$ cat config.mk
export PLATFORM = sky130hd
export DESIGN_NAME = tcw_seq
export DESIGN_NICKNAME = d
export VERILOG_FILES = /design/src/hw/rtl/text_console_writer_defines.svh /design/src/hw/rtl/tcw_pkg.sv /design/src/hw/rtl/tcw_seq.sv
export SDC_FILE = /design/constraint.sdc
export NUM_CORES = 1
export LEC_CHECK = 0
export BUFFER_PORTS_ARGS = -buffer_cell sky130_fd_sc_hd__buf_2
export CAP_MARGIN = 10
export CORE_MARGIN = 2
export CORE_UTILIZATION = 46
export CTS_BUF_LIST = sky130_fd_sc_hd__clkbuf_8
export DETAILED_ROUTE_END_ITERATION = 8
export HOLD_SLACK_MARGIN = 0.1
export PLACE_DENSITY = 0.8
export SLEW_MARGIN = 40
export SYNTH_ARGS = -nofsm -noshare
export SYNTH_HDL_FRONTEND = slang
export SYNTH_SLANG_ARGS = --single-unit
export TNS_END_PERCENT = 5
$ cat constraint.sdc
create_clock -name clk -period 2.5 [get_ports clk]
set_input_delay 0.5 -clock clk [delete_from_list [all_inputs] [get_ports clk]]
set_output_delay 0.5 -clock clk [all_outputs]
set_load 0.005 [all_outputs]
$ cat src/hw/rtl/text_console_writer_defines.svh
// assertion macros shared by the text console writer rtl
`ifndef TEXT_CONSOLE_WRITER_DEFINES_SVH
`define TEXT_CONSOLE_WRITER_DEFINES_SVH

// same-cycle implication, disabled while reset is asserted
`define TCW_ASSERT_NOW(label, clk, rst_n, ante, cons, msg) \
	label: assert property (@(posedge clk) disable iff (!rst_n) (ante) |-> (cons)) \
		else $error(msg);

// next-cycle implication, disabled while reset is asserted
`define TCW_ASSERT_NEXT(label, clk, rst_n, ante, cons, msg) \
	label: assert property (@(posedge clk) disable iff (!rst_n) (ante) |=> (cons)) \
		else $error(msg);

`endif

$ cat src/hw/rtl/tcw_pkg.sv
// shared constants and types of the text console writer
package tcw_pkg;

	localparam int DEF_COLUMNS  = 80;
	localparam int DEF_ROWS     = 25;
	localparam int DEF_TAB_STOP = 8;

	localparam int CELL_W = 16;

	localparam logic [7:0] RESET_BLANK_ATTR = 8'h0F;
	localparam logic [7:0] SPACE_CHAR       = 8'h20;
	localparam logic [7:0] CH_BS            = 8'h08;
	localparam logic [7:0] CH_TAB           = 8'h09;
	localparam logic [7:0] CH_LF            = 8'h0A;
	localparam logic [7:0] CH_CR            = 8'h0D;
	localparam logic [7:0] CH_DEL           = 8'h7F;

	localparam logic [1:0] KIND_PUT   = 2'd0;
	localparam logic [1:0] KIND_CLEAR = 2'd1;
	localparam logic [1:0] KIND_READ  = 2'd2;

	// what a put does beyond moving the cursor
	typedef struct packed {
		logic store;
		logic scroll;
	} put_evt_t;

endpackage

$ cat src/hw/rtl/tcw_seq.sv
// sequencer: drives the screen memory for puts, reads, clear and scroll sweeps
module tcw_seq #(
	parameter int COLUMNS = tcw_pkg::DEF_COLUMNS,
	parameter int ROWS    = tcw_pkg::DEF_ROWS
) (
	input  logic                              clk,
	input  logic                              arst_n,
	input  logic                              acc,
	input  logic [1:0]                        kind,
	input  logic [7:0]                        char_code,
	input  logic [3:0]                        back_color,
	input  logic [3:0]                        fore_color,
	input  logic [$clog2(COLUMNS*ROWS)-1:0]  cell_index,
	input  logic [7:0]                        blank_attr,
	input  tcw_pkg::put_evt_t                 evt,
	input  logic [$clog2(COLUMNS*ROWS)-1:0]  put_addr,
	input  logic [tcw_pkg::CELL_W-1:0]        rdata,
	output logic                              ram_we,
	output logic [$clog2(COLUMNS*ROWS)-1:0]  ram_waddr,
	output logic [tcw_pkg::CELL_W-1:0]        ram_wdata,
	output logic                              ram_re,
	output logic [$clog2(COLUMNS*ROWS)-1:0]  ram_raddr,
	output logic                              idle,
	output logic                              done,
	output logic [tcw_pkg::CELL_W-1:0]        res_data
);
	import tcw_pkg::*;

	localparam int CELLS    = COLUMNS * ROWS;
	localparam int AW       = $clog2(CELLS);
	localparam int COPY_END = CELLS - COLUMNS;

	typedef enum logic [3:0] {
		ST_FILL   = 4'b0001,
		ST_IDLE   = 4'b0010,
		ST_SCROLL = 4'b0100,
		ST_FINISH = 4'b1000
	} seq_state_t;

	seq_state_t     state_q, state_n;
	logic [AW-1:0]  cnt_q, cnt_n;
	logic           pend_q, pend_n;
	logic           hit_q, hit_n;
	logic [7:0]     attr_q, attr_n;
	logic [AW:0]    ahead;
	logic           idx_ok;
	logic [CELL_W-1:0] blank;

	assign blank  = {attr_q, SPACE_CHAR};
	assign ahead  = {1'b0, cnt_q} + (AW+1)'(COLUMNS + 1);
	assign idx_ok = {1'b0, cell_index} < (AW+1)'(CELLS);

	always_comb begin
		state_n   = state_q;
		cnt_n     = cnt_q;
		pend_n    = pend_q;
		hit_n     = hit_q;
		attr_n    = attr_q;
		ram_we    = 1'b0;
		ram_waddr = cnt_q;
		ram_wdata = blank;
		ram_re    = 1'b0;
		ram_raddr = cell_index;
		idle      = 1'b0;
		done      = 1'b0;
		case (state_q)
			ST_FILL: begin
				ram_we = 1'b1;
				cnt_n  = cnt_q + AW'(1);
				if (cnt_q == AW'(CELLS - 1)) begin
					cnt_n   = '0;
					pend_n  = 1'b0;
					state_n = pend_q ? ST_FINISH : ST_IDLE;
				end
			end
			ST_IDLE: begin
				idle = 1'b1;
				if (acc) begin
					attr_n  = blank_attr;
					hit_n   = 1'b0;
					cnt_n   = '0;
					state_n = ST_FINISH;
					case (kind)
						KIND_PUT: begin
							ram_we    = evt.store;
							ram_waddr = put_addr;
							ram_wdata = {back_color, fore_color, char_code};
							if (evt.scroll) begin
								// prime the copy with the first cell of row one
								ram_re    = 1'b1;
								ram_raddr = AW'(COLUMNS);
								state_n   = ST_SCROLL;
							end
						end
						KIND_CLEAR: begin
							pend_n  = 1'b1;
							state_n = ST_FILL;
						end
						KIND_READ: begin
							ram_re = idx_ok;
							hit_n  = idx_ok;
						end
						default: begin
						end
					endcase
				end
			end
			ST_SCROLL: begin
				// read one row ahead, write the cell fetched last cycle
				ram_we    = 1'b1;
				ram_wdata = (cnt_q < AW'(COPY_END)) ? rdata : blank;
				ram_re    = ahead < (AW+1)'(CELLS);
				ram_raddr = ahead[AW-1:0];
				cnt_n     = cnt_q + AW'(1);
				if (cnt_q == AW'(CELLS - 1)) begin
					cnt_n   = '0;
					state_n = ST_FINISH;
				end
			end
			ST_FINISH: begin
				done    = 1'b1;
				state_n = ST_IDLE;
			end
			default: begin
				state_n = ST_IDLE;
			end
		endcase
	end

	assign res_data = hit_q ? rdata : '0;

	always_ff @(posedge clk or negedge arst_n) begin
		if (!arst_n) begin
			state_q <= ST_FILL;
			cnt_q   <= '0;
			pend_q  <= 1'b0;
			hit_q   <= 1'b0;
			attr_q  <= RESET_BLANK_ATTR;
		end else begin
			state_q <= state_n;
			cnt_q   <= cnt_n;
			pend_q  <= pend_n;
			hit_q   <= hit_n;
			attr_q  <= attr_n;
		end
	end

endmodule

# Word-level counts from Yosys, hierarchy flattened

Index checks and enable logic that the tools add are counted.
W data, S select, Z words.

Input port bits: 69
Flip-flop bits (word level): 25
Word-level logic and storage cells: 65
Output and inout port bits: 58

$add $sub $neg: 2
Reductions and logical operators: 8
Eq/ne operators: 11
Mux-type cells: 36
$lt $le $gt $ge: 3

Operators with widths:

| kind                    | number |
|---|---|
| $mux W11                | 8 |
| $mux W16                | 4 |
| $pmux W11 S2            | 2 |
| $pmux W16 S2            | 1 |
| $lt A11 B11 Y1 const B  | 2 |
| $mux W4                 | 5 |
| $add A11 B7 Y12 const B | 1 |
| $lt A12 B11 Y1 const B  | 1 |
| $pmux W4 S3             | 1 |
| $add A11 B1 Y11 const B | 1 |
| $eq A11 B11 Y1 const B  | 1 |
| $mux W1                 | 10 |
| $pmux W1 S2             | 4 |
| $pmux W4 S2             | 1 |
| $ne A2 B2 Y1 const B    | 3 |
| $eq A4 B1 Y1 const B    | 1 |
| $eq A4 B2 Y1 const B    | 1 |
| $eq A4 B3 Y1 const B    | 1 |
| $eq A4 B4 Y1 const B    | 1 |
| $reduce_and A2 Y1       | 2 |
| $reduce_and A4 Y1       | 1 |
| $reduce_bool A2 Y1      | 2 |
| $reduce_and A3 Y1       | 1 |
| $eq A2 B1 Y1 const B    | 1 |
| other kinds (4)         | 4 |

# Logic depth before layout (Yosys ltp)

Depth after elaboration: 4
Depth in mapped cells: 7
Depth with buffers taken out: 6

# Least setup slack after synthesis

Ideal clock, no wire load.

Path type: register to output
Start point: register cnt_q[0]
End point: output ram_re
Data arrival time: 1827 ps
Stages on the path, launching flop included: 7
Buffers on the path: 0
Setup slack: 173 ps
Required time: 2000 ps
Cell sequence: dfrtp_1 ha_1 or3b_1 or4_1 o21ai_1 a2bb2oi_1 o32ai_1

Word-level cells in the longest chain between the ends: 3

Ends and longest elaborated chain:

| item                   | RTL line       | RTL |
|---|---|---|
| from (decl)            | tcw_seq.sv:41  | `logic [AW-1:0] cnt_q, cnt_n;` |
| from (signal assigned) | tcw_seq.sv:141 | `cnt_q <= cnt_n;` |
| $add A11 B7 Y12        | tcw_seq.sv:50  | `assign ahead = {1'b0, cnt_q} + (AW+1)'(COLUMNS + 1);` |
| $lt A12 B11 Y1         | tcw_seq.sv:112 | `ram_re = ahead < (AW+1)'(CELLS);` |
| $pmux W1 S2            | tcw_seq.sv:66  | `case (state_q)` |
| to (decl)              | tcw_seq.sv:21  | `output logic ram_re,` |

No other way between the ends.

# Worst setup path after layout

Ends and elaborated chain as after synthesis.

==> reports/results.tsv <==
metric	value	unit
critical_path_cell_count	7	
synth_area_per_cell	7.77	sq um
hold_viol	0	
die_x	74.6	microns
htree_levels	1	
overflow	0	
final_layout_size_suffix_gt1_frac	0.436	
final_max_slew_viol_count	0	
grt_setup_unrepaired	true	
nets	486	
yosysSeqAreaShare	0.276	
p_per_area	640	nW/um^2
grt_pass1_wl	10900	microns
run_status	finished with violations	
async_reset_ff_frac	1.00	
multi_input_area	1560	sq um
cts_root_buffer	clkbuf_8	
grt_busiest_layer	met2	
yosysWarnings	0	
critPathSlowestCell	or4_4	
diodes	0	
drt_iter0_markers	119	
drtPass1Iterations	4	
nFillCells	428	
cp.arrival	2.19	ns
power_leakage	0.00156	uW
cp-end-kind	output pin	
row_count	25	
cts_max_path_buffers	2	
place_area	2970	sq um
finalCritPeriodShare	1.08	
worstRegToRegCells	7	
netlist_area	2290	sq um
syn_nets	365	
mostFrequentLayoutCells	buf_2, nand2_1, o21ai_0	
grtUsageTotal	0.254	
ys_types	55	
ys_ff_latch	25	
start_kind	flip-flop	
drv_cap	0	
die_height	74.6	microns
syn_inst	295	
insertion_delay	0.28	ns
layout_commonest_cell	buf_2	
relSlewSlack	0.624	
met2_usage	0.446	
antenna_found_initial	0	
cts_buffers	3	
core	4750	sq um
routed_wirelength	7390	microns
final_antenna_net_count	0	
worst-path-buf-inv	1	
gp_congestion	0.926	
dp_hpwl	5770	microns
port_buffers	126	
drt-vias-per-instance	5.52	
setup_violations	1	
critical_path_required	2.00	ns
ios	127	
wl_per_cell	15.3	microns
vias	2662	
clk_pin_slew	0.09	ns
area_growth	33.8	%
max_stage_delay	0.42	ns
violations	negative setup slack	
regArea	636	sq um
clock_sinks	25	
worst_slew_pin_slew	0.564	ns
setup_slack	-0.189	ns
synth_flop_cell	dfrtp_1	
grt_util_met1	0.322	
worst_clock_skew	0.00580	ns
max_freq	372	MHz
grt_max_degree	30	
critPathKind	flip-flop to output pin	
fin_crit	2.69	ns
grt_pass1_vias	2377	
drc	0	
synth-edff-count	0	
cts_tree	built	
grt.met3_usage	0.0339	
irDropWorstVdd	0.406	mV
finalPower	1960	uW
final_area	3070	sq um
cp_max_fo	3	
die_area	5560	sq um
min_path_type	input port to async pin	
initial_core_util	0.482	
worst_path_dominant_cell_family	simple AND/OR/NAND/NOR gates	
cp_cell_sequence	ha_2 > or3b_4 > or4_4 > o21ai_2 > a2bb2oi_2 > o32ai_1 > buf_2	
[state kept, by name (all words and copies together), names as in the netlist]
register,cells
cnt_q,11
attr_q,8
state_q,4
hit_q,1
pend_q,1
[area by class of cell]
| type | instances | share of cell area |
|---|---|---|
| clock buffers | 3 | 0.0135 |
| clock inverters | 1 | 0.00163 |
| inverters | 3 | 0.00367 |
| multi-input cells | 244 | 0.507 |
| flip-flops and latches | 25 | 0.207 |
| well taps | 67 | 0.0273 |
| repair buffers | 139 | 0.240 |
[path summary, 6_finish.rpt]
check	startpoint	end	slack [ns]
max in group asynchronous	arst_n	cnt_q[4]	1.89
hold reg to reg	attr_q[5]	attr_q[5]	0.52
hold / removal	arst_n	cnt_q[3]	0.20
min in group clk	blank_attr[5]	attr_q[5]	0.45
setup reg to reg	cnt_q[0]	cnt_q[9]	0.54
setup / recovery	cnt_q[0]	ram_re	-0.19
[report_power, final]
| part | total, uW | switching [uW] | internal, uW | leakage [uW] |
|---|---|---|---|---|
| registers | 687 | 136 | 551 | 0.000311 |
| logic | 1030 | 508 | 521 | 0.00122 |
| clock network | 249 | 137 | 112 | 0.0000255 |
| total | 1960 | 781 | 1180 | 0.00156 |
[cell families after synthesis]
| kind of cell | after synthesis | synth area share |
|---|---|---|
| simple gates | 152 | 0.360 |
| compound gates | 70 | 0.204 |
| buf+inv | 26 | 0.0650 |
| flops | 25 | 0.276 |
| xor+xnor | 12 | 0.0459 |
| mux | 9 | 0.0442 |
| fa+ha+maj | 1 | 0.00546 |
[layer usage]
layer / up-vias / part of all wire / wire, microns
met4: 0 / 0.020 / 148
met5: - / 0 / 0
met3: 12 / 0.067 / 495
met2: 121 / 0.50 / 3700
met1: 1247 / 0.41 / 3040
li1: 1282 / - / -
[synthesized netlist by cell type (all sizes together) (6+ instances only)]
library cell,number,area [sq um]
a21oi,10,50.1
a22o,9,78.8
a22oi,9,67.6
and2,16,100
buf,19,123
dfrtp,20,500
mux2,9,101
nand2,73,277
nor2,18,91.3
nor3,6,35.0
o21ai,24,120
xnor2,9,78.8
[metrics by stage]
step / hold slack [ns] / instances / TNS, ns / setup slack (ns) / utilization
2_1_floorplan: 0.204 / 295 / 0 / 0.173 / -
3_3_place_gp: 0.492 / 478 / 0 / 0.0866 / 0.624
3_5_place_dp: 0.497 / 478 / 0 / 0.0406 / 0.624
4_1_cts: 0.224 / 482 / -0.183 / -0.183 / 0.640
5_1_grt: 0.242 / 482 / -0.628 / -0.256 / 0.645
6_report: 0.204 / 482 / -0.189 / -0.189 / 0.645
[repair_timing]
action	in CTS	in global routing
pin swaps	1	5
hold buffers	0	0
endpoints found under the setup margin	19	24
buffers inserted	0	0
resized for setup	9	8
[worst register-to-register path, stage by stage, from the launching register on]
cell and delay (ns):
dfrtp_1 0.39, ha_2 0.20, buf_4 0.15, and3_1 0.23, and4_1 0.33, nor2_4 0.24
o21ai_0 0.13, a31oi_1 0.21
(Power assumes the default switching activity.)
