==> src/hw/rtl/text_console_writer_defines.svh <==
// assertion macros shared by the text console writer rtl
`ifndef TEXT_CONSOLE_WRITER_DEFINES_SVH
`define TEXT_CONSOLE_WRITER_DEFINES_SVH

// same-cycle implication, disabled while reset is asserted
`define TCW_ASSERT_NOW(label, clk, rst_n, ante, cons, msg) \
	label: assert property (@(posedge clk) disable iff (!rst_n) (ante) |-> (cons)) \
		else $error(msg);

// next-cycle implication, disabled while reset is asserted
`define TCW_ASSERT_NEXT(label, clk, rst_n, ante, cons, msg) \
	label: assert property (@(posedge clk) disable iff (!rst_n) (ante) |=> (cons)) \
		else $error(msg);

`endif

==> src/hw/rtl/tcw_pkg.sv <==
// shared constants and types of the text console writer
package tcw_pkg;

	localparam int DEF_COLUMNS  = 80;
	localparam int DEF_ROWS     = 25;
	localparam int DEF_TAB_STOP = 8;

	localparam int CELL_W = 16;

	localparam logic [7:0] RESET_BLANK_ATTR = 8'h0F;
	localparam logic [7:0] SPACE_CHAR       = 8'h20;
	localparam logic [7:0] CH_BS            = 8'h08;
	localparam logic [7:0] CH_TAB           = 8'h09;
	localparam logic [7:0] CH_LF            = 8'h0A;
	localparam logic [7:0] CH_CR            = 8'h0D;
	localparam logic [7:0] CH_DEL           = 8'h7F;

	localparam logic [1:0] KIND_PUT   = 2'd0;
	localparam logic [1:0] KIND_CLEAR = 2'd1;
	localparam logic [1:0] KIND_READ  = 2'd2;

	// what a put does beyond moving the cursor
	typedef struct packed {
		logic store;
		logic scroll;
	} put_evt_t;

endpackage

==> src/hw/rtl/tcw_cursor.sv <==
// cursor column, tab phase and row base, with the put control-code handling
module tcw_cursor #(
	parameter int COLUMNS  = tcw_pkg::DEF_COLUMNS,
	parameter int ROWS     = tcw_pkg::DEF_ROWS,
	parameter int TAB_STOP = tcw_pkg::DEF_TAB_STOP
) (
	input  logic                             clk,
	input  logic                             arst_n,
	input  logic                             put,
	input  logic                             clr,
	input  logic [7:0]                       char_code,
	output tcw_pkg::put_evt_t                evt,
	output logic [$clog2(COLUMNS*ROWS)-1:0] loc
);
	import tcw_pkg::*;

	localparam int LOC_W = $clog2(COLUMNS * ROWS);
	localparam int COL_W = $clog2(COLUMNS);
	localparam int NW    = $clog2(COLUMNS + TAB_STOP);
	localparam int PW    = $clog2(TAB_STOP);
	localparam logic [LOC_W-1:0] LAST_BASE = LOC_W'((ROWS - 1) * COLUMNS);

	logic [COL_W-1:0] col_q;
	logic [PW-1:0]    phase_q;
	logic [LOC_W-1:0] base_q;

	logic [NW-1:0] col_n;
	logic [PW-1:0] phase_n;
	logic          adv;
	logic          store;
	logic          scroll;

	// phase_q tracks col_q modulo the tab stop
	always_comb begin
		col_n   = NW'(col_q);
		phase_n = phase_q;
		adv     = 1'b0;
		store   = 1'b0;
		if (char_code == CH_BS && col_q != '0) begin
			col_n   = NW'(col_q) - NW'(1);
			phase_n = (phase_q == '0) ? PW'(TAB_STOP - 1) : phase_q - PW'(1);
		end else if (char_code == CH_TAB) begin
			col_n   = NW'(col_q) + NW'(TAB_STOP) - NW'(phase_q);
			phase_n = '0;
		end else if (char_code == CH_CR) begin
			col_n   = '0;
			phase_n = '0;
		end else if (char_code == CH_LF) begin
			col_n   = '0;
			phase_n = '0;
			adv     = 1'b1;
		end else if (char_code inside {[SPACE_CHAR:CH_DEL]}) begin
			store   = 1'b1;
			col_n   = NW'(col_q) + NW'(1);
			phase_n = (phase_q == PW'(TAB_STOP - 1)) ? '0 : phase_q + PW'(1);
		end
		// line wrap
		if (col_n >= NW'(COLUMNS)) begin
			col_n   = '0;
			phase_n = '0;
			adv     = 1'b1;
		end
		scroll = adv && (base_q == LAST_BASE);
	end

	always_ff @(posedge clk or negedge arst_n) begin
		if (!arst_n) begin
			col_q   <= '0;
			phase_q <= '0;
			base_q  <= '0;
		end else if (clr) begin
			col_q   <= '0;
			phase_q <= '0;
			base_q  <= '0;
		end else if (put) begin
			col_q   <= col_n[COL_W-1:0];
			phase_q <= phase_n;
			if (adv && !scroll) begin
				base_q <= base_q + LOC_W'(COLUMNS);
			end
		end
	end

	assign evt.store  = store;
	assign evt.scroll = scroll;
	assign loc        = base_q + LOC_W'(col_q);

endmodule

==> config.mk <==
export PLATFORM = sky130hd
export DESIGN_NAME = tcw_cursor
export DESIGN_NICKNAME = d
export VERILOG_FILES = /design/src/hw/rtl/text_console_writer_defines.svh /design/src/hw/rtl/tcw_pkg.sv /design/src/hw/rtl/tcw_cursor.sv
export SDC_FILE = /design/constraint.sdc
export NUM_CORES = 1
export LEC_CHECK = 0
export BUFFER_PORTS_ARGS = -buffer_cell sky130_fd_sc_hd__buf_2
export CORE_AREA = 3 3 73 75
export DETAILED_ROUTE_END_ITERATION = 16
export DIE_AREA = 0 0 76 78
export PLACE_DENSITY = 0.67
export SYNTH_ARGS = -nofsm -noshare
export SYNTH_HDL_FRONTEND = slang
export SYNTH_SLANG_ARGS = --single-unit
==> constraint.sdc <==
create_clock -name clk -period 7 [get_ports clk]
set_input_delay 1.4 -clock clk [delete_from_list [all_inputs] [get_ports clk]]
set_output_delay 1.4 -clock clk [all_outputs]
set_load 0.03 [all_outputs]
# After elaboration in Yosys (flattened, before gate mapping)
# Cells that the tools add are included.
# Widths: inputs -> output; s select.
# totals
in_bits	12
ff_bits	21
# classes
addsub	8
reduce_logical	12
eq_ne	6
n_lt_le_gt_ge	3
muxes	31
# op_table
operator	count
$mux 7	8
$mux 11	3
$eq 8x4->1 const B	4
$mux 3	10
$reduce_bool 7->1	2
$add 11x7->11	1
$add 11x7->11 const B	1
$eq 11x11->1 const B	1
$mux 1	10
$ge 8x6->1 const B	1
$le 8x7->1 const B	1
$add 7x1->7 const B	1
$add 7x4->7 const B	1
$ge 7x7->1 const B	1
$sub 7x1->7 const B	1
$sub 7x3->7	1
$logic_and 1x1->1	4
$reduce_and 2->1	2
$reduce_bool 2->1	2
$add 3x1->3 const B	1
$eq 3x3->1 const B	1
$logic_not 3->1	1
$sub 3x1->3 const B	1
$logic_not 1->1	1

# Longest topological paths before layout
# Gate-level depths: netlist (run 1).
# depth
ltp_word	15
ltp_mapped	13
depth_no_buf	13

# Worst setup path before layout (run 1)
# OpenSTA, ideal clock, no wires.
# synth_path
path_kind	input -> output
start	input char_code[7]
end	output evt[0] (netlist name)
path_buffers	1
t_arrival_ps	3487
required_ps	5600
path_slack_ps	2113
stages	7
path_cell_list	or4_4 -> or4b_4 -> o32ai_1 -> a21oi_2 -> o21ai_2 -> nor2b_1 -> buf_4
# synth_between
elab_chain_len	10
elab_cells_between_ends	20
# synth_rtl
item	line	text
from (decl)	tcw_cursor.sv:11	input logic [7:0] char_code,
$ge 8x6->1 or $le 8x7->1 (tied branches)	tcw_cursor.sv:52	end else if (char_code inside {[SPACE_CHAR:CH_DEL]}) begin
$logic_and 1x1->1	tcw_cursor.sv:52	
$mux 7	tcw_cursor.sv:52	
$mux 7	tcw_cursor.sv:48	end else if (char_code == CH_LF) begin
$mux 7	tcw_cursor.sv:45	end else if (char_code == CH_CR) begin
$mux 7	tcw_cursor.sv:42	end else if (char_code == CH_TAB) begin
$mux 7	tcw_cursor.sv:39	if (char_code == CH_BS && col_q != '0) begin
$ge 7x7->1	tcw_cursor.sv:58	if (col_n >= NW'(COLUMNS)) begin
$mux 1 (*)	tcw_cursor.sv:58	
$logic_and 1x1->1 (*)	tcw_cursor.sv:63	scroll = adv && (base_q == LAST_BASE);
to (decl)	tcw_cursor.sv:12	output tcw_pkg::put_evt_t evt,
# Every way passes the cells marked *; elsewhere a longest branch is shown, timed or not.

==> results of run 1 <==
-- logic make-up after synthesis --
| logic type | Yosys count | synth area share |
|---|---|---|
| buffers and inverters | 30 | 0.0680 |
| AND/OR/NAND/NOR | 91 | 0.271 |
| AO/OA/AOI/OAI | 45 | 0.173 |
| multiplexers | 8 | 0.0467 |
| flip-flops | 17 | 0.227 |
| adder cells (fa/ha/maj) | 21 | 0.144 |
| XOR/XNOR | 15 | 0.0700 |
-- state kept, by name, indices dropped and copies added, names as in the netlist --
name / cells
base_q: 7
phase_q: 3
col_q: 7
-- worst paths after layout --
kind / endpoint / startpoint / slack, ns
max: evt[0] / char_code[7] / 1.78
min: phase_q[0]$_DFFE_PN0P_ / phase_q[0]$_DFFE_PN0P_ / 0.62
max reg2reg: base_q[7]$_DFFE_PN0P_ / col_q[0]$_DFFE_PN0P_ / 3.37
min reg2reg: phase_q[0]$_DFFE_PN0P_ / phase_q[0]$_DFFE_PN0P_ / 0.62
max in group asynchronous: base_q[7]$_DFFE_PN0P_ / arst_n / 5.64
min in group asynchronous: base_q[10]$_DFFE_PN0P_ / arst_n / 1.06
-- per-layer routing --
| metal | vias up | global-route usage | share of wire |
|---|---|---|---|
| met1 | 812 | 0.195 | 0.50 |
| met2 | 34 | 0.238 | 0.46 |
| met3 | 2 | 0.0325 | 0.040 |
| li1 | 842 | - | - |
| met4 | 0 | 0.0344 | 0.0031 |
| met5 | - | 0 | 0 |
-- stage by stage --
step	setup WS (ns)	area (um^2)	total power [mW]	hold WS, ns
5_1_grt	1.63	2050	0.231	0.657
4_1_cts	1.80	2050	0.221	0.617
3_5_place_dp	1.79	2010	0.145	0.608
2_1_floorplan	2.11	1880	0.133	0.555
6_report	1.78	2050	0.218	0.618
3_3_place_gp	1.86	2010	0.145	0.604
-- worst reg2reg max path: cells and delay by family (launching register included) --
family / cells / cell delay [ns]
compound gates: 3 / 1.41
simple gates: 3 / 0.92
mux: 1 / 0.34
flops: 1 / 0.47
fa+ha+maj: 1 / 0.21
buf+inv: 1 / 0.16
-- layout make-up --
type                    count  area [um^2]
inverters                  15         56.3
multi-input cells         180         1320
fillers                   469         2670
clock buffers               4         45.0
flip-flops and latches     17          425
repair buffers             24          120
well taps                  67         83.8
-- synth_stat cells, drive strengths merged, types with 3 or more instances --
cell type and instances:
nor2 22, ha 20, nand2 19, dfrtp 17
inv 15, clkbuf 11, xnor2 10, a21oi 9
nand3 9, nor2b 8, o21ai 8, mux2 6
nor3 6, a211oi 5, xor2 5, buf 4
nand2b 4, nor3b 4, nor4 4, o32ai 4
nand4 3
-- where the power goes --
| part | internal [mW] | switching, mW |
|---|---|---|
| sequential | 0.0997 | 0.00242 |
| combinational | 0.0157 | 0.0258 |
| clock | 0.0404 | 0.0342 |
-- layout by cell type (no fill, tap or decap), types with 2 or more instances in the layout --
cell                       count
sky130_fd_sc_hd__buf_2        24
sky130_fd_sc_hd__mux2i_1       2
sky130_fd_sc_hd__dfrtp_1      17
sky130_fd_sc_hd__nor3b_1       3
sky130_fd_sc_hd__a221oi_1      2
sky130_fd_sc_hd__inv_1        15
sky130_fd_sc_hd__mux2_2        6
sky130_fd_sc_hd__nand2_1      18
sky130_fd_sc_hd__o32ai_1       4
sky130_fd_sc_hd__nor4_1        4
sky130_fd_sc_hd__a32o_1        2
sky130_fd_sc_hd__xnor2_1      10
sky130_fd_sc_hd__o21ai_0       6
sky130_fd_sc_hd__a211oi_1      5
sky130_fd_sc_hd__o22ai_1       2
sky130_fd_sc_hd__nor4b_1       2
sky130_fd_sc_hd__clkbuf_8      3
sky130_fd_sc_hd__nor2_1       21
sky130_fd_sc_hd__a21oi_1       8
sky130_fd_sc_hd__nand3_1       9
sky130_fd_sc_hd__nor3_1        5
sky130_fd_sc_hd__nand4_1       3
sky130_fd_sc_hd__nand2b_1      4
sky130_fd_sc_hd__xor2_1        5
sky130_fd_sc_hd__ha_1         20
sky130_fd_sc_hd__nor2b_1       8
sky130_fd_sc_hd__a21o_1        2
==> reports/results.ini, run 1 <==
[outcome]
outcome = finished, final reports clean

[job]
maxCapViolations = 0

[finish]
diodes_inserted = 0
final_cell_count_no_fill = 307
layout.nets = 274
final_layout_size_suffix_gt1_frac = 0.183
area_growth_pct = 9.47
layout.core_utilization = 0.435

[sta]
grt_setup_unrepaired = false
post-route-period-util = 0.745
drv_slew = 0
number_of_failing_setup_endpoints_in_the_final_timing_report = 0
min_period_ns = 5.22
worst_slew_margin_rel = 0.395
fmaxAchievable_mhz = 192
tns_ns = 0
clock-skew-final_ns = 0.00950
worst-slew-pin-transition_ns = 0.903
timing_hold_violations_final = 0

[worst_setup_path]
cp-end-kind = output port
startpoint_type = input pin
cpMaxStageDelayCell = sky130_fd_sc_hd__or4b_4
critPathBufInv = 2
ff2ff_path_depth = 9
timing.critical_path.arrival_ns = 3.82
crit_required_ns = 5.60
critical_path_peak_fanout = 7
timing.critical_path.cells = buf_2 -> or4_4 -> or4b_4 -> o32ai_1 -> a21oi_2 -> o21ai_2 -> nor2b_1 -> buf_2
worstSetupPathType = input pin to output port
critical_path_cell_count = 8
crit_path_max_incr_delay_ns = 0.54
path_delay_family = simple AND/OR/NAND/NOR gates
cpMostUsedCell = sky130_fd_sc_hd__buf_2

[global_route]
grt.overflow.total = 0
grt_start_max_net_pins = 24
grt_pass1_vias = 1546
globalRouteTotalUtil = 0.145
antenna_violations_before_repair = 0
first_pass_grt_wire_length_um = 7150

[floorplan]
die_h_um = 78
floorplan.die_area_mm2 = 0.00593
placement_rows = 25
initial_core_util = 0.397
standard_cell_core_area_mm2 = 0.00472
ioPinCount = 25
die_w_um = 76

[synth]
synthesized_area_mm2 = 0.00188
synth_async_sr_flop_share = 1.00
post_synthesis_sequential_area_ratio = 0.227
synth_top_area_share = 0.227
netlist_top_cells_area = sky130_fd_sc_hd__dfrtp_1, sky130_fd_sc_hd__ha_1, sky130_fd_sc_hd__xnor2_1, sky130_fd_sc_hd__nor2_1, sky130_fd_sc_hd__nand2_1
netlist.top_cell.by_area = sky130_fd_sc_hd__dfrtp_1
synth_warnings = 0
synth_fp_nets = 260
yosys.cell_types.count = 56
syn_inst = 227
synth_seq_cells = 17
synth.avg_cell_area_um2 = 8.27
synth_edf_count = 0
most_frequently_used_flop_master_after_synthesis = sky130_fd_sc_hd__dfrtp_1

[clock_network]
cts_htree_levels = 1
clk_transition_reported_paths_ns = 0.06
clock_latency_ns = 0.26
cts.repair.resized = 0
clock_tree.root_cell = sky130_fd_sc_hd__clkbuf_8
clock_tree.buffer_depth = 2
cts_buffers = 3
post_cts.repair.setup_buffers = 0
cts_num_sinks = 17
cts_hold_buffers = 0
cts_tree = yes

[routing]
vias_cell = 5.50
wl_per_cell_um = 13.5
remaining_drc_errors = 0
drt_pass1_iterations = 5
dr.first_iter.drc_count = 104
antenna_violating_nets_post_route = 0
drt_wl_total_um = 4150
detailroute.via_count = 1690

[power_and_ir_drop]
power_per_cell_area_mw_per_mm2 = 106
power.ir.vdd_worst_uv = 77.9
power_leakage_nw = 0.931

[hold_path]
hold_path_class = flip-flop to flip-flop
timing.hold.worst_path_depth = 2

[place]
place.detailed.instances = 303
detailedPlacementHpwl_um = 3240
numPortBuffers = 24
gp_routability_congestion = 0.857

Note: power is estimated with default switching activity, not from simulation.
==> run 2: changes to the inputs <==
==> constraint.sdc (replaced) <==
create_clock -name clk -period 4.9 [get_ports clk]
set_input_delay 0.98 -clock clk [delete_from_list [all_inputs] [get_ports clk]]
set_output_delay 0.98 -clock clk [all_outputs]
set_load 0.03 [all_outputs]
==> reports/results.ini, run 2 (same netlist as run 1, synthesis figures left out) <==
[global_route]
globalRouteTotalUtil = 0.148
global_route.peak_usage_layer = met2
antenna_violations_before_repair = 0
use_met1 = 0.202
grt.overflow.total = 0
grt_use_met2 = 0.236
first_pass_grt_wire_length_um = 7380
globalRouteMet3Util = 0.0267
grt_start_max_net_pins = 24
grt_pass1_vias = 1608

[sta]
clock-skew-final_ns = 0.00960
tns_ns = 0
min_period_ns = 4.37
post-route-period-util = 0.892
drv_slew = 0
timing_hold_violations_final = 0
grt_setup_unrepaired = false
worst-slew-pin-transition_ns = 0.754
number_of_failing_setup_endpoints_in_the_final_timing_report = 0
fmaxAchievable_mhz = 229
worst_slew_margin_rel = 0.492

[floorplan]
standard_cell_core_area_mm2 = 0.00472
ioPinCount = 25
die_h_um = 78
die_w_um = 76
initial_core_util = 0.397
placement_rows = 25
floorplan.die_area_mm2 = 0.00593

[worst_setup_path]
critPathBufInv = 2
timing.critical_path.arrival_ns = 3.39
regToRegStartpoint = col_q[1]$_DFFE_PN0P_
worstSetupPathType = input pin to output port
timing.critical_path.cells = buf_2 -> or4_4 -> or4b_4 -> o32ai_1 -> a21oi_2 -> o21ai_2 -> nor2b_1 -> buf_2
cpMaxStageDelayCell = sky130_fd_sc_hd__or4b_4
crit_path_max_incr_delay_ns = 0.54
ff2ff_path_depth = 11
cpMostUsedCell = sky130_fd_sc_hd__buf_2
startpoint_type = input pin
critical_path_peak_fanout = 7
path_delay_family = simple AND/OR/NAND/NOR gates
r2r_slack_ns = 1.49
cp-end-kind = output port
r2r-end = base_q[7]$_DFFE_PN0P_
crit_path_start = char_code[7]
crit_required_ns = 3.92

[clock_network]
cts.repair.resized = 0
clk_transition_reported_paths_ns = 0.06
cts_tree = yes
cts_num_sinks = 17
cts_hold_buffers = 0
cts_htree_levels = 1
clock_tree.root_cell = sky130_fd_sc_hd__clkbuf_8
cts_buffers = 3
clock_latency_ns = 0.26
clock_tree.buffer_depth = 2
post_cts.repair.setup_buffers = 0

[power_and_ir_drop]
switching_share = 0.287
power.total_mw = 0.310
power_leakage_nw = 0.938
power.clock.fraction = 0.337
pwr-share-seq = 0.470
power.ir.vdd_worst_uv = 84.0
power_report.internal_total_mw = 0.221
p_switching_mw = 0.0890
comb_power_share = 0.193
power_per_cell_area_mw_per_mm2 = 150

[job]
maxCapViolations = 0

[place]
gp_routability_congestion = 0.869
detailedPlacementHpwl_um = 3250
numPortBuffers = 24

[routing]
detailroute.via_count = 1675
drt_wl_total_um = 4200
wl_per_cell_um = 13.6
dr.first_iter.drc_count = 145
vias_cell = 5.44
remaining_drc_errors = 0
drt_pass1_iterations = 4
antenna_violating_nets_post_route = 0

[finish]
layout.nets = 275
final_layout_size_suffix_gt1_frac = 0.191
mostFrequentLayoutCell = sky130_fd_sc_hd__buf_2
leading_cell_types_in_the_layout_fill_and_taps_excluded = sky130_fd_sc_hd__buf_2, sky130_fd_sc_hd__nor2_1, sky130_fd_sc_hd__ha_1, sky130_fd_sc_hd__nand2_1, sky130_fd_sc_hd__dfrtp_1
area_growth_pct = 9.93
reg.largest.list = base_q x7, col_q x7, phase_q x3
diodes_inserted = 0
layout.core_utilization = 0.437

[hold_path]
hold_path_class = flip-flop to flip-flop
timing.hold.worst_path_depth = 2
hp-start = phase_q[0]$_DFFE_PN0P_
hold_ep = phase_q[0]$_DFFE_PN0P_

[outcome]
outcome = finished, final reports clean

-- run 2: worst max path at each step --
| stage | depth (start not counted) | end |
|---|---|---|
| detailed placement | 8 | evt[0] |
| floorplan | 7 | evt[0] |
| finish | 8 | evt[0] |
| global placement | 8 | evt[0] |
| global route | 13 | evt[0] |
| CTS | 8 | evt[0] |
-- run 2: area by class of cell --
type / count / area [um^2]
clock buffer: 3 / 41.3
timing repair buffer: 25 / 128
clock inverter: 1 / 5.00
sequential: 17 / 425
tap: 67 / 83.8
multi-input combinational: 180 / 1320
inverter: 15 / 56.3
fill: 483 / 2660
-- run 2: stage by stage --
stage	std cells	hold WS (ns)	area [um^2]	worst slack (ns)
after floorplan	227	0.555	1880	0.853
after global placement	304	0.605	2020	0.598
after detailed placement	304	0.613	2020	0.552
after CTS	308	0.621	2060	0.554
after global routing	308	0.646	2060	0.294
final	308	0.619	2060	0.531
-- run 2: power groups by stage --
stage	registers, mW	clock network, mW	logic, mW
detailed placement	0.149	0	0.0590
floorplan	0.147	0	0.0428
finish	0.146	0.104	0.0600
global route	0.146	0.115	0.0675
CTS	0.146	0.109	0.0597
global placement	0.148	0	0.0585
-- run 2: routing by layer --
metal,routed length [um],vias to the layer above,part of all wire
met2,1880,42,0.45
met5,0,-,0
met3,171,8,0.041
met4,75,0,0.018
met1,2070,784,0.49
li1,-,841,-
-- run 2: worst min-delay path: cells and delay by family, from the launching register on --
| kind | cells | cell delay (ns) |
|---|---|---|
| AOI/OAI and AO/OA | 1 | 0.06 |
| DFF | 1 | 0.43 |
| and+or+nand+nor | 1 | 0.08 |
==> run 3: changes to the inputs <==
--- a/config.mk
+++ b/config.mk
@@ -6,10 +6,12 @@
 export NUM_CORES = 1
 export LEC_CHECK = 0
 export BUFFER_PORTS_ARGS = -buffer_cell sky130_fd_sc_hd__buf_2
-export CORE_AREA = 3 3 73 75
+export CAP_MARGIN = 20
+export CORE_AREA = 3 3 84 66
 export DETAILED_ROUTE_END_ITERATION = 16
-export DIE_AREA = 0 0 76 78
-export PLACE_DENSITY = 0.67
+export DIE_AREA = 0 0 87 69
+export GPL_TIMING_DRIVEN = 0
+export PLACE_DENSITY = 0.66
 export SYNTH_ARGS = -nofsm -noshare
 export SYNTH_HDL_FRONTEND = slang
 export SYNTH_SLANG_ARGS = --single-unit
==> reports/results.ini, run 3 (same netlist as run 1, synthesis figures left out) <==
[outcome]
outcome = finished, final reports clean

[worst_setup_path]
startpoint_type = input pin
cp-end-kind = output port
timing.critical_path.arrival_ns = 3.49
crit_required_ns = 3.92
crit_path_max_incr_delay_ns = 0.54
regToRegStartpoint = col_q[1]$_DFFE_PN0P_
cpMaxStageDelayCell = sky130_fd_sc_hd__or4_4
cpMostUsedCell = sky130_fd_sc_hd__buf_2
r2r_slack_ns = 1.49
r2r-end = base_q[4]$_DFFE_PN0P_
critical_path_peak_fanout = 7
worstSetupPathType = input pin to output port
ff2ff_path_depth = 11
timing.critical_path.cells = buf_2 -> or4_4 -> or4b_4 -> o32ai_1 -> a21oi_2 -> o21ai_2 -> nor2b_1 -> buf_4 -> buf_2

[sta]
tns_ns = 0
grt_setup_unrepaired = false
drv_slew = 0
worst-slew-pin-transition_ns = 0.597
worst_slew_margin_rel = 0.598
fin_ws_ns = 0.434
timing_hold_violations_final = 0
post-route-period-util = 0.911
fmaxAchievable_mhz = 224
number_of_failing_setup_endpoints_in_the_final_timing_report = 0
min_period_ns = 4.47
clock-skew-final_ns = 0.00451

[floorplan]
die_h_um = 69
initial_core_util = 0.390
ioPinCount = 25
standard_cell_core_area_mm2 = 0.00482
floorplan.die_area_mm2 = 0.00600
die_w_um = 87
placement_rows = 22

[power_and_ir_drop]
power_report.internal_total_mw = 0.223
comb_power_share = 0.198
power_leakage_nw = 0.964
power_per_cell_area_mw_per_mm2 = 149
pwr-share-seq = 0.464
switching_share = 0.289
p_switching_mw = 0.0910
power.clock.fraction = 0.339
power.total_mw = 0.314
power.ir.vdd_worst_uv = 80.8

[global_route]
grt_pass1_vias = 1581
grt.overflow.total = 0
grt_start_max_net_pins = 18
globalRouteTotalUtil = 0.155
antenna_violations_before_repair = 0
first_pass_grt_wire_length_um = 7620

[finish]
diodes_inserted = 0
total_of_fill_cells_in_the_finished_design = 476
final-seq-area_um2 = 425
area_growth_pct = 12.6
layout.nets = 288
area_occupied_by_multi_input_gates_mm2 = 0.00132
reg.largest.list = base_q x7, col_q x7, phase_q x3
mostFrequentLayoutCell = sky130_fd_sc_hd__buf_2
leading_cell_types_in_the_layout_fill_and_taps_excluded = sky130_fd_sc_hd__buf_2, sky130_fd_sc_hd__nor2_1, sky130_fd_sc_hd__ha_1, sky130_fd_sc_hd__nand2_1, sky130_fd_sc_hd__dfrtp_1
final_layout_size_suffix_gt1_frac = 0.189

[hold_path]
hold_ep = phase_q[0]$_DFFE_PN0P_
hold_path_class = flip-flop to flip-flop
hp-start = phase_q[0]$_DFFE_PN0P_
timing.hold.worst_path_depth = 2

[routing]
antenna_violating_nets_post_route = 0
drt_wl_total_um = 4370
remaining_drc_errors = 0
wl_per_cell_um = 13.9
vias_cell = 5.42
drt_pass1_iterations = 6
detailroute.via_count = 1702
dr.first_iter.drc_count = 155

[clock_network]
clock_tree.buffer_depth = 2
clk_transition_reported_paths_ns = 0.07
cts.repair.resized = 0
post_cts.repair.setup_buffers = 0
cts_hold_buffers = 0
clock_latency_ns = 0.26
cts_htree_levels = 1
cts_buffers = 3
cts_num_sinks = 17
cts_tree = yes
clock_tree.root_cell = sky130_fd_sc_hd__clkbuf_8

[place]
detailedPlacementHpwl_um = 3460
gp_routability_congestion = 0.849
numPortBuffers = 23
pre_cts_ws_ns = 0.424

[job]
maxCapViolations = 0

==> run 3: metrics by stage <==
step	utilization	std cells	hold WS, ns	area, um^2
after global routing	0.439	314	0.660	2110
after detailed placement	0.429	310	0.626	2070
after CTS	0.439	314	0.645	2110
final	0.439	314	0.630	2110
after floorplan	-	227	0.555	1880
after global placement	0.429	310	0.602	2070
==> run 3: power groups by stage <==
stage | registers [mW] | clock network [mW] | logic [mW]
after floorplan | 0.147 | 0 | 0.0428
after global routing | 0.146 | 0.116 | 0.0714
after detailed placement | 0.148 | 0 | 0.0621
final | 0.146 | 0.107 | 0.0621
after CTS | 0.146 | 0.109 | 0.0625
after global placement | 0.148 | 0 | 0.0616
==> run 3: how the worst max path moves through the flow <==
stage	startpoint	to	slack, ns	depth (start not counted)
2_1_floorplan	char_code[7]	evt[0]	0.85	7
3_3_place_gp	char_code[7]	evt[0]	0.43	9
3_5_place_dp	char_code[7]	evt[0]	0.42	9
4_1_cts	char_code[7]	evt[0]	0.42	9
5_1_grt	char_code[7]	evt[0]	0.27	9
6_report	char_code[7]	evt[0]	0.43	9
==> run 3: layout make-up <==
type	count	area share
sequential	17	0.201
clock inverter	1	0.00237
tap	60	0.0355
buffer	15	0.0337
timing repair buffer	23	0.0545
multi-input combinational	180	0.626
inverter	15	0.0266
clock buffer	3	0.0195
==> run 3: metal layers <==
| layer | up-vias | wire (um) | global-route usage |
|---|---|---|---|
| met3 | 2 | 241 | 0.0370 |
| met2 | 50 | 1850 | 0.220 |
| li1 | 867 | - | - |
| met5 | - | 0 | 0 |
| met1 | 783 | 2250 | 0.239 |
| met4 | 0 | 22 | 0.0208 |
==> run 3: worst max-delay path: cells and delay by family <==
kind	cells	cell delay, ns
and+or+nand+nor	3	1.26
buffers and inverters	3	0.40
AOI/OAI and AO/OA	3	0.85
